--- config.mk ---
export PLATFORM = sky130hd
export DESIGN_NAME = bai_front
export DESIGN_NICKNAME = d
export VERILOG_FILES = /design/src/hw/rtl/bounded_array_insert_erase_core_macros.svh /design/src/hw/rtl/bai_pkg.sv /design/src/hw/rtl/bai_front.sv
export SDC_FILE = /design/constraint.sdc
export NUM_CORES = 1
export LEC_CHECK = 0
export BUFFER_PORTS_ARGS = -buffer_cell sky130_fd_sc_hd__buf_2
export CAP_MARGIN = 20
export CORE_UTILIZATION = 39
export DETAILED_ROUTE_END_ITERATION = 10
export MAX_ROUTING_LAYER = met4
export SYNTH_ARGS = -nofsm -noshare
export SYNTH_HDL_FRONTEND = slang
export SYNTH_SLANG_ARGS = --single-unit
--- constraint.sdc ---
create_clock -name clk_i -period 13 [get_ports clk_i]
set_input_delay 0.65 -clock clk_i [delete_from_list [all_inputs] [get_ports clk_i]]
set_output_delay 0.65 -clock clk_i [all_outputs]
set_load 0.1 [all_outputs]
--- src/hw/rtl/bounded_array_insert_erase_core_macros.svh ---
// Assertion helpers used by the back end of the bounded array core.
`ifndef BOUNDED_ARRAY_INSERT_ERASE_CORE_MACROS_SVH
`define BOUNDED_ARRAY_INSERT_ERASE_CORE_MACROS_SVH

// Check cons in the same cycle that ante holds.
`define BAI_ASSERT_NOW(lbl, clk, rstn, ante, cons) \
  lbl: assert property (@(posedge clk) disable iff (!rstn) (ante) |-> (cons)) \
    else $error("bai: same-cycle check failed");

// Check cons in the cycle after ante holds.
`define BAI_ASSERT_NEXT(lbl, clk, rstn, ante, cons) \
  lbl: assert property (@(posedge clk) disable iff (!rstn) (ante) |=> (cons)) \
    else $error("bai: next-cycle check failed");

`endif

--- src/hw/rtl/bai_pkg.sv ---
package bai_pkg;

  // Store geometry
  localparam int unsigned MAX_ENTRIES = 128;
  localparam int unsigned IDX_W       = $clog2(MAX_ENTRIES);
  localparam int unsigned CNT_W       = $clog2(MAX_ENTRIES + 1);

  // Fixed field widths
  localparam int unsigned DATA_W = 64;
  localparam int unsigned POS_W  = 8;
  localparam int unsigned CFG_W  = 8;

  // Common width for comparing positions, sizes and capacity
  localparam int unsigned CMP_W = (CNT_W > POS_W) ? CNT_W : POS_W;

  localparam logic [CFG_W-1:0] CAP_RESET = 8'd100;

  // Command queue between front and back
  localparam int unsigned QUEUE_DEPTH = 2;
  localparam int unsigned QPTR_W      = (QUEUE_DEPTH > 1) ? $clog2(QUEUE_DEPTH) : 1;
  localparam int unsigned QCNT_W      = $clog2(QUEUE_DEPTH + 1);

  typedef enum logic [2:0] {
    MODE_READ   = 3'd0,
    MODE_WRITE  = 3'd1,
    MODE_PUSH   = 3'd2,
    MODE_POP    = 3'd3,
    MODE_INSERT = 3'd4,
    MODE_ERASE  = 3'd5,
    MODE_CLEAR  = 3'd6,
    MODE_RESIZE = 3'd7
  } mode_e;

  typedef enum logic [2:0] {
    ST_OK        = 3'd0,
    ST_BAD_INDEX = 3'd1,
    ST_FULL      = 3'd2,
    ST_EMPTY     = 3'd3,
    ST_BAD_SIZE  = 3'd4
  } status_e;

  typedef enum logic [2:0] {
    S_IDLE,
    S_READ,
    S_SHIFT,
    S_PUT,
    S_RESULT
  } back_state_e;

  typedef struct packed {
    mode_e              mode;
    logic [POS_W-1:0]   position;
    logic [DATA_W-1:0]  value_in;
  } in_word_t;

  typedef struct packed {
    status_e            status;
    logic [DATA_W-1:0]  read_value;
    logic [POS_W-1:0]   size_now;
  } out_word_t;

  // Decoded command handed from front to back
  typedef struct packed {
    mode_e              op;
    logic               idx_chk;  // needs position < size
    logic [CMP_W-1:0]   pos;
    logic [DATA_W-1:0]  value;
  } cmd_t;

endpackage

--- src/hw/rtl/bai_front.sv ---
module bai_front (
  input  logic               clk_i,
  input  logic               rst_ni,
  input  logic               in_valid_i,
  output logic               in_stall_o,
  input  bai_pkg::in_word_t  in_word_i,
  output logic               cmd_valid_o,
  output bai_pkg::cmd_t      cmd_o,
  input  logic               cmd_pop_i
);

  bai_pkg::cmd_t                    slot_q [bai_pkg::QUEUE_DEPTH];
  logic [bai_pkg::QPTR_W-1:0]       wr_ptr_q, wr_ptr_d;
  logic [bai_pkg::QPTR_W-1:0]       rd_ptr_q, rd_ptr_d;
  logic [bai_pkg::QCNT_W-1:0]       cnt_q, cnt_d;
  bai_pkg::cmd_t                    in_cmd;
  logic                             push;

  // Classify the incoming word
  always_comb begin
    in_cmd.op      = in_word_i.mode;
    in_cmd.idx_chk = (in_word_i.mode == bai_pkg::MODE_READ)  ||
                     (in_word_i.mode == bai_pkg::MODE_WRITE) ||
                     (in_word_i.mode == bai_pkg::MODE_ERASE);
    in_cmd.pos     = bai_pkg::CMP_W'(in_word_i.position);
    in_cmd.value   = in_word_i.value_in;
  end

  assign in_stall_o  = (cnt_q == bai_pkg::QCNT_W'(bai_pkg::QUEUE_DEPTH));
  assign push        = in_valid_i && !in_stall_o;
  assign cmd_valid_o = (cnt_q != '0);
  assign cmd_o       = slot_q[rd_ptr_q];

  // Advance pointers and fill count
  always_comb begin
    wr_ptr_d = wr_ptr_q;
    rd_ptr_d = rd_ptr_q;
    cnt_d    = cnt_q;
    if (push) begin
      wr_ptr_d = (wr_ptr_q == bai_pkg::QPTR_W'(bai_pkg::QUEUE_DEPTH - 1)) ?
                 '0 : wr_ptr_q + bai_pkg::QPTR_W'(1);
    end
    if (cmd_pop_i) begin
      rd_ptr_d = (rd_ptr_q == bai_pkg::QPTR_W'(bai_pkg::QUEUE_DEPTH - 1)) ?
                 '0 : rd_ptr_q + bai_pkg::QPTR_W'(1);
    end
    unique case ({push, cmd_pop_i})
      2'b10:   cnt_d = cnt_q + bai_pkg::QCNT_W'(1);
      2'b01:   cnt_d = cnt_q - bai_pkg::QCNT_W'(1);
      default: cnt_d = cnt_q;
    endcase
  end

  always_ff @(posedge clk_i or negedge rst_ni) begin
    if (!rst_ni) begin
      wr_ptr_q <= '0;
      rd_ptr_q <= '0;
      cnt_q    <= '0;
    end else begin
      wr_ptr_q <= wr_ptr_d;
      rd_ptr_q <= rd_ptr_d;
      cnt_q    <= cnt_d;
    end
  end

  // Store the decoded word
  always_ff @(posedge clk_i) begin
    if (push) begin
      slot_q[wr_ptr_q] <= in_cmd;
    end
  end

endmodule

==> key figures, run 1 <==
Die
  • Die width: 124.2 microns
  • Num rows: 44
  • Core ar.: 0.01453 sq mm
  • IO Count: 157
  • Die Footprint: 0.01541 sq mm
  • Initial Util: 40.04%
  • Die span in y: 124.2 microns

CTS
  • Inserted Clock Buffers: 17
  • CTS-repair resized insts: 0
  • Clk_lat worst skew: 0.41 ns
  • Post-CTS Setup Bufs: 0
  • CTS Buffer Depth: 2
  • Clock-pin transition on the worst setup and hold timing paths: 0.06 ns
  • Clock sink count: 156
  • Root Driver: clkbuf_16
  • CTS HTree Levels: 4
  • CTS tree: done
  • Hold-fix buffers, CTS: 0

Critical path
  • Worst-path cell chain: buf_4 -> mux2_2 -> buf_2
  • Crit path max fanout: 43
  • Cell family with most CP delay: buffers and inverters
  • Worst path arrival time: 2.62 ns
  • Slowest stage delay, CP: 0.74 ns
  • CP Capture Type: primary output
  • Worst setup path class: flip-flop to primary output
  • WP buf/inv: 2
  • Critical path's slowest cell: dfrtp_4
  • CP startpoint kind: flip-flop
  • CP required: 12.35 ns

GRT
  • Grt met3 use: 5.586%
  • Initial antenna violation count: 1
  • GRT Util Overall: 13.48%
  • Gr busiest metal: met2
  • Vias in the first global route: 2873
  • Met2 Track Usage GR: 21.27%
  • GRT met1 Usage: 15.02%
  • First-pass GRT wire length: 14200 microns
  • Pin count of the biggest net entering global routing: 48
  • GRT Residual Overflow: 0

Cells and area
  • Post-route insts no fill: 624
  • Final nets: 506
  • Syn-to-layout area delta: 26.25%
  • Fraction of layout cells with a size suffix above 1: 60.82%
  • # fillers: 1244

Yosys
  • Distinct cells, synth: 17
  • Flop and latch count out of synthesis: 156
  • Net count after synthesis: 336
  • Sequential-to-total area share from yosys stat: 80.15%
  • Post-synth ARST share: 2.564%
  • Yosys warnings: 0
  • Syn Area/Cell: 22.73 sq um
  • Yosys top cell by area: edfxtp_1
  • Cells after synthesis: 256
  • Synth area leaders: edfxtp_1, mux2_2, mux2_4
  • Syn Std Cell Area: 0.005819 sq mm
  • Top cells by count, synth: edfxtp_1, mux2_2, mux2_4
  • Dominant synthesized flop cell: edfxtp_1
  • Top-area cell type share of the netlist area: 78.43%
  • EDFF count, synth: 152
  • Count leader, synth: edfxtp_1

Route
  • DR WL/cell: 16.15 microns
  • Post-route ant nets: 0
  • 1st-iter DRT viols: 176
  • WL final: 10080 microns
  • Via count: 2886
  • DRC: 0
  • DRT Pass-1 Iters: 4
  • Via-per-instance ratio: 4.625

Worst hold path
  • Worst hold-check path type: primary input to asynchronous set/reset pin

Placed design
  • Placed cells: 590
  • DP Wirelength: 6406 microns
  • Port bufs: 156
  • Routability congestion estimate: 0.6763

Timing
  • Fin crit share: 25.15%
  • RSZ-0062 raised after global routing: false
  • Final hold violation count: 0
  • F_max: 0.3058 GHz
  • Worst-margin pin slew: 0.7228 ns
  • Clock period minus worst slack: 3.270 ns
  • Slew Limit Headroom: 51.81%
  • Final Slew Violations: 0
  • Fin Clk Skew: 0.005030 ns
  • Setup_tns: 0 ns
  • Final setup violation count: 0

Flow run
  • # Max-Cap Violations: 0

Outcome
  • Status: completed
[final timing paths]
check                              start             to  cells past startpoint  slack (ns)
max                             rd_ptr_q      cmd_o[72]                      3        9.73
min                               rst_ni       rd_ptr_q                      1        0.03
max reg2reg                     cnt_q[0]  slot_q[0][27]                      4       10.75
min reg2reg                     cnt_q[1]       cnt_q[1]                      1        0.48
max in group asynchronous         rst_ni       rd_ptr_q                      1       12.83
min in group clk_i         in_word_i[51]  slot_q[0][51]                      1        0.42
[sequential cells by signal, indices dropped and copies added (netlist names)]
| register | cells |
|---|---|
| cnt_q | 2 |
| rd_ptr_q | 1 |
| wr_ptr_q | 1 |
| slot_q | 152 |
[area by class of cell]
| cell class | count | area (sq um) | area share (%) |
|---|---|---|---|
| Clock inverter | 12 | 98.84 | 1.345 |
| Inverter | 2 | 7.507 | 0.1022 |
| Multi-Input combinational cell | 89 | 1072 | 14.59 |
| Antenna cell | 1 | 2.502 | 0.03406 |
| Sequential cell | 156 | 4668 | 63.54 |
| Tap cell | 184 | 230.2 | 3.134 |
| Clock buffer | 20 | 436.7 | 5.943 |
| Timing Repair Buffer | 160 | 830.8 | 11.31 |
[logic make-up after synthesis]
kind of cell,count (synthesis),share of synthesized area [%]
AO/OA/AOI/OAI,1,0.08592
XOR/XNOR,5,0.7527
adder cells (fa/ha/maj),1,0.2150
buffers and inverters,11,1.634
flip-flops,156,80.15
multiplexers,76,16.64
AND/OR/NAND/NOR,6,0.5162
[cell usage in the layout (no fill, tap or decap), types with 2 or more instances in the layout]
cell type and count:
clkinv_1 2, clkinv_4 2, inv_1 2, dfrtp_1 3, xnor2_1 3, clkinvlp_4 2
buf_4 3, mux2_4 30, xor2_1 2, buf_2 156, clkbuf_16 17, edfxtp_1 152
mux2_2 46, clkinv_2 4, clkbuf_1 3
[metrics by stage]
stage	instance area, sq um	util [%]	worst slack, ns	hold slack [ns]
2_1_floorplan	5819	-	8.574	0.3544
3_3_place_gp	6782	46.66	10.12	0.4606
3_5_place_dp	6782	46.66	10.12	0.4613
4_1_cts	7317	50.34	9.658	0.01064
5_1_grt	7347	50.55	9.591	0.01650
6_report	7347	50.55	9.730	0.03485
[routing by layer]
layer | routed length (microns) | part of all wire [%] | vias up
met5 | 0 | 0 | -
met4 | 113 | 1.1 | 0
met3 | 817 | 8.1 | 10
met2 | 4829 | 48 | 107
met1 | 4314 | 43 | 1414
li1 | - | - | 1355
[worst reg2reg max path, stage by stage (launching register included)]
cell      delay (ns)
dfrtp_1         0.40
nand2b_1        0.16
nand2_1         0.15
nor2_4          0.54
buf_4           0.60
Power of run 1 is not shown: default switching activity piles up to over one toggle a cycle in this logic, so the estimate is an artifact.
==> run 2, diff against run 1 <==
==> constraint.sdc (replaced) <==
create_clock -name clk_i -period 2.8 [get_ports clk_i]
set_input_delay 0.14 -clock clk_i [delete_from_list [all_inputs] [get_ports clk_i]]
set_output_delay 0.14 -clock clk_i [all_outputs]
set_load 0.1 [all_outputs]
==> run 2 against run 1 <==
Effect of this change: sequential share of layout area fell by 6.3 points; clock skew shrank 0.00084 ns; wire length rose by 6.6%.
==> key figures, run 2 (same netlist as run 1, synthesis figures left out) <==
Die
  • Die width: 124.2 microns (unchanged)
  • Initial Util: 40.04% (unchanged)
  • Die span in y: 124.2 microns (unchanged)
  • IO Count: 157 (unchanged)
  • Num rows: 44 (unchanged)
  • Core ar.: 0.01453 sq mm (unchanged)
  • Die Footprint: 0.01541 sq mm (unchanged)

Worst hold path
  • Worst hold-check path type: primary input to asynchronous set/reset pin (unchanged)

GRT
  • Initial antenna violation count: 0 (was 1)
  • Pin count of the biggest net entering global routing: 77 (was 48)
  • GRT Residual Overflow: 0 (unchanged)
  • Vias in the first global route: 3271 (was 2873)
  • GRT Util Overall: 14.72% (was 13.48%)
  • First-pass GRT wire length: 15830 microns (was 14200 microns)

Route
  • DR WL/cell: 15.29 microns (was 16.15 microns)
  • Via count: 3209 (was 2886)
  • WL final: 10740 microns (was 10080 microns)
  • Via-per-instance ratio: 4.571 (was 4.625)
  • 1st-iter DRT viols: 183 (was 176)
  • Post-route ant nets: 0 (unchanged)
  • DRC: 0 (unchanged)
  • DRT Pass-1 Iters: 4 (unchanged)

Cells and area
  • Fraction of layout cells with a size suffix above 1: 52.12% (was 60.82%)
  • Syn-to-layout area delta: 40.21% (was 26.25%)
  • Largest Register: slot_q (unchanged)
  • Final nets: 585 (was 506)
  • Number of flip-flops in the largest register: 152 (unchanged)
  • Top flop regs: slot_q (152), cnt_q (2) (unchanged)
  • Antenna diode count: 0 (was 1)
  • Most frequent cells in the layout: buf_2, edfxtp_1, dlygate4sd3_1, mux2_2, mux2_4 (was buf_2, edfxtp_1, mux2_2, mux2_4, clkbuf_16)
  • Most common cell after layout, fill and taps aside: buf_2 (unchanged)

CTS
  • CTS HTree Levels: 4 (unchanged)
  • Clock sink count: 156 (unchanged)
  • Clock-pin transition on the worst setup and hold timing paths: 0.06 ns (about the same)
  • Clk_lat worst skew: 0.41 ns (about the same)
  • Root Driver: clkbuf_16 (unchanged)
  • CTS Buffer Depth: 2 (unchanged)
  • CTS-repair resized insts: 0 (unchanged)
  • CTS tree: done (unchanged)
  • Inserted Clock Buffers: 17 (unchanged)

Critical path
  • Crit path max fanout: 39 (was 43)
  • Worst setup path class: flip-flop to primary output (unchanged)
  • Worst r2r src: cnt_q[0] (unchanged)
  • FF-to-FF setup slack: 0.98 ns (was 10.75 ns)
  • Worst path arrival time: 2.26 ns (was 2.62 ns)
  • CP Capture Type: primary output (unchanged)
  • CP startpoint: rd_ptr_q (unchanged)
  • CP startpoint kind: flip-flop (unchanged)
  • CP required: 2.66 ns (was 12.35 ns)

Timing
  • Final hold violation count: 0 (unchanged)
  • Worst-margin pin slew: 0.6036 ns (was 0.7228 ns)
  • Fin crit share: 85.70%
  • F_max: 0.4167 GHz
  • Slew Limit Headroom: 59.76% (was 51.81%)
  • Final Slew Violations: 0 (unchanged)
  • Setup_tns: 0 ns (unchanged)
  • Clock period minus worst slack: 2.400 ns
  • RSZ-0062 raised after global routing: false (unchanged)
  • Fin Clk Skew: 0.004189 ns (was 0.005030 ns)
  • Final setup violation count: 0 (unchanged)

Placed design
  • Port bufs: 156 (unchanged)
  • Routability congestion estimate: 0.7157 (was 0.6763)
  • DP Wirelength: 6627 microns (was 6406 microns)

Flow run
  • # Max-Cap Violations: 0 (unchanged)

Outcome
  • Status: completed (unchanged)
run 2: changes by cell type in the layout (fill, tap and decap cells not counted):
cell / delta
dlygate4sd3_1: +77
buf_12: +2
clkinvlp_4: +2
buf_16: -1
buf_4: +1
bufinv_16: +1
clkbuf_1: -1
clkinv_4: -1
diode_2: -1
inv_6: -1
run 2: per-stage QoR:
stage               std cells  instance area [sq um]  worst slack [ns]  util [%]  hold slack (ns)
finish                    702                   8159            0.4003     56.14          0.06747
CTS                       702                   8159            0.3555     56.14          0.04661
global placement          593                   6829            0.8360     46.99         -0.04637
global route              702                   8159            0.2764     56.14          0.05420
floorplan                 256                   5827         0.0004594         -          -0.1556
detailed placement        593                   6829            0.8123     46.99         -0.04411
run 2: layer usage:
| layer | vias to the layer above | share of wire, % | global-route usage (%) |
|---|---|---|---|
| li1 | 1506 | - | - |
| met1 | 1561 | 44 | 17.54 |
| met2 | 128 | 47 | 22.65 |
| met3 | 14 | 7.1 | 5.128 |
| met4 | 0 | 1.4 | 6.324 |
| met5 | - | 0 | - |
run 2: critical path: stages, from the launching register on:
cell	delay (ns)
dfrtp_4	0.81
buf_4	0.34
mux2_2	0.37
buf_2	0.30
run 2: final timing paths:
kind | cells past startpoint | endpoint
setup / recovery | 3 | cmd_o[47]
hold / removal | 2 | cnt_q[1]
hold reg to reg | 1 | cnt_q[1]
max in group asynchronous | 2 | rd_ptr_q
setup reg to reg | 3 | slot_q[1][18]
min in group clk_i | 3 | wr_ptr_q
run 2: what timing repair did:
action,CTS,global route
endpoints found under the hold margin,155,0
buffers inserted,0,0
hold buffers,77,0
run 2: area by class of cell:
| type | count | area [sq um] |
|---|---|---|
| Clock buffer | 19 | 432.9 |
| Clock inverter | 13 | 126.4 |
| Inverter | 2 | 7.507 |
| Timing Repair Buffer | 239 | 1622 |
| Fill cell | 1189 | 6375 |
| Sequential cell | 156 | 4668 |
| Tap cell | 184 | 230.2 |
| Multi-Input combinational cell | 89 | 1072 |
Power of run 2 is left out for the same reason.
==> run 3, diff against run 2 <==
--- a/config.mk
+++ b/config.mk
@@ -9,7 +9,6 @@
 export CAP_MARGIN = 20
 export CORE_UTILIZATION = 39
 export DETAILED_ROUTE_END_ITERATION = 10
-export MAX_ROUTING_LAYER = met4
 export SYNTH_ARGS = -nofsm -noshare
 export SYNTH_HDL_FRONTEND = slang
 export SYNTH_SLANG_ARGS = --single-unit
==> run 3 against run 2 <==
Effect of this change: register-to-register slack barely moved; first-iteration DRC count decreased by 11%; wire length fell by 0.36%; flip-flop and latch count stayed put; design area is the same; final cell count did not move; critical path type unchanged; critical endpoint unchanged; largest cell class unchanged; highest routed layer unchanged.
==> key figures, run 3 (same netlist as run 1, synthesis figures left out) <==
CTS
  • CTS HTree Levels: 4 (unchanged)
  • Inserted Clock Buffers: 17 (unchanged)
  • Post-CTS Setup Bufs: 0 (unchanged)
  • Hold-fix buffers, CTS: 77 (unchanged)
  • Clock-pin transition on the worst setup and hold timing paths: 0.06 ns (about the same)
  • Clock sink count: 156 (unchanged)
  • CTS tree: done (unchanged)
  • CTS Buffer Depth: 2 (unchanged)
  • Root Driver: clkbuf_16 (unchanged)
  • Clk_lat worst skew: 0.41 ns (about the same)
  • CTS-repair resized insts: 0 (unchanged)

Timing
  • F_max: 0.4155 GHz (was 0.4167 GHz)
  • Worst-margin pin slew: 0.6098 ns (was 0.6036 ns)
  • Clock period minus worst slack: 2.407 ns (was 2.400 ns)
  • Fin Clk Skew: 0.003700 ns (was 0.004189 ns)
  • Final hold violation count: 0 (unchanged)
  • RSZ-0062 raised after global routing: false (unchanged)
  • Setup_tns: 0 ns (unchanged)
  • Final setup violation count: 0 (unchanged)
  • Final Slew Violations: 0 (unchanged)
  • Slew Limit Headroom: 59.35% (was 59.76%)
  • Fin crit share: 85.96% (was 85.70%)

GRT
  • GRT Residual Overflow: 0 (unchanged)
  • GRT Util Overall: 14.23% (was 14.72%)
  • First-pass GRT wire length: 15810 microns (was 15830 microns)
  • Vias in the first global route: 3268 (was 3271)
  • Initial antenna violation count: 0 (unchanged)
  • Pin count of the biggest net entering global routing: 77 (unchanged)

Critical path
  • FF-to-FF setup slack: 0.99 ns (was 0.98 ns)
  • End of the critical path: cmd_o[47] (unchanged)
  • Worst Reg-to-Reg Cells: 3 (unchanged)
  • Worst setup path class: flip-flop to primary output (unchanged)
  • Worst r2r src: cnt_q[0] (unchanged)
  • CP startpoint kind: flip-flop (unchanged)
  • Crit path max fanout: 39 (unchanged)
  • Worst path arrival time: 2.27 ns (was 2.26 ns)
  • CP Capture Type: primary output (unchanged)
  • CP required: 2.66 ns (about the same)
  • CP startpoint: rd_ptr_q (unchanged)
  • R2R Path End: slot_q[1][18] (unchanged)

Outcome
  • Status: completed (unchanged)

Flow run
  • # Max-Cap Violations: 0 (unchanged)

Cells and area
  • Most frequent cells in the layout: buf_2, edfxtp_1, dlygate4sd3_1, mux2_2, mux2_4 (unchanged)
  • Antenna diode count: 0 (unchanged)
  • Syn-to-layout area delta: 40.21% (unchanged)
  • Largest Register: slot_q (unchanged)
  • Number of flip-flops in the largest register: 152 (unchanged)
  • # fillers: 1189 (unchanged)
  • Top flop regs: slot_q (152), cnt_q (2) (unchanged)
  • Fraction of layout cells with a size suffix above 1: 52.12% (unchanged)
  • Most common cell after layout, fill and taps aside: buf_2 (unchanged)
  • Post-route core utilization: 56.14% (unchanged)
  • Final nets: 585 (unchanged)

Route
  • Via count: 3199 (was 3209)
  • Post-route ant nets: 0 (unchanged)
  • 1st-iter DRT viols: 163 (was 183)
  • Via-per-instance ratio: 4.557 (was 4.571)
  • DR WL/cell: 15.24 microns (was 15.29 microns)
  • WL final: 10700 microns (was 10740 microns)
  • DRT Pass-1 Iters: 4 (unchanged)
  • DRC: 0 (unchanged)

Die
  • Core ar.: 0.01453 sq mm (unchanged)
  • Num rows: 44 (unchanged)
  • Die width: 124.2 microns (unchanged)
  • IO Count: 157 (unchanged)
  • Die Footprint: 0.01541 sq mm (unchanged)
  • Die span in y: 124.2 microns (unchanged)
  • Initial Util: 40.04% (unchanged)

Placed design
  • Routability congestion estimate: 0.7077 (was 0.7157)
  • Port bufs: 156 (unchanged)
  • DP Wirelength: 6627 microns (unchanged)

Worst hold path
  • Worst hold-check path type: primary input to asynchronous set/reset pin (unchanged)
==> run 3: cell counts in the layout (fill, tap and decap cells not counted) <==
No cell type changed its count.
==> run 3: through the flow <==
step / setup WS [ns] / hold WS (ns) / instance area, sq um / cells
after floorplan: 0.0004594 / -0.1556 / 5827 / 256
after global placement: 0.8360 / -0.04637 / 6829 / 593
after detailed placement: 0.8123 / -0.04411 / 6829 / 593
after CTS: 0.3555 / 0.04661 / 8159 / 702
after global routing: 0.2807 / 0.05785 / 8159 / 702
final: 0.3931 / 0.06828 / 8159 / 702
==> run 3: metal layers <==
metal  GRT usage (%)  routed length [microns]
met5               0                        0
met2           22.65                     5017
met4           6.324                      178
met3           5.311                      820
met1           17.23                     4679
==> run 3: area by class of cell <==
cell class,count,area (sq um),share of cell area (%)
clock inverters,13,126.4,1.549
multi-input cells,89,1072,13.14
repair buffers,239,1622,19.87
well taps,184,230.2,2.822
flip-flops and latches,156,4668,57.22
inverters,2,7.507,0.09201
clock buffers,19,432.9,5.306
==> run 3: worst max-delay path, cell delays in order, from the launching register on <==
cell and delay [ns]:
dfrtp_4 0.82, buf_4 0.35, mux2_2 0.37, buf_2 0.30
==> run 3: worst min-delay path by stage <==
stage	start	to	cells after the start
floorplan	rst_ni	cnt_q[0]	0
CTS	rst_ni	cnt_q[1]	2
global placement	rst_ni	cnt_q[1]	1
global route	rst_ni	cnt_q[1]	2
detailed placement	rst_ni	cnt_q[1]	1
finish	rst_ni	cnt_q[0]	2
Power of run 3 is left out for the same reason.
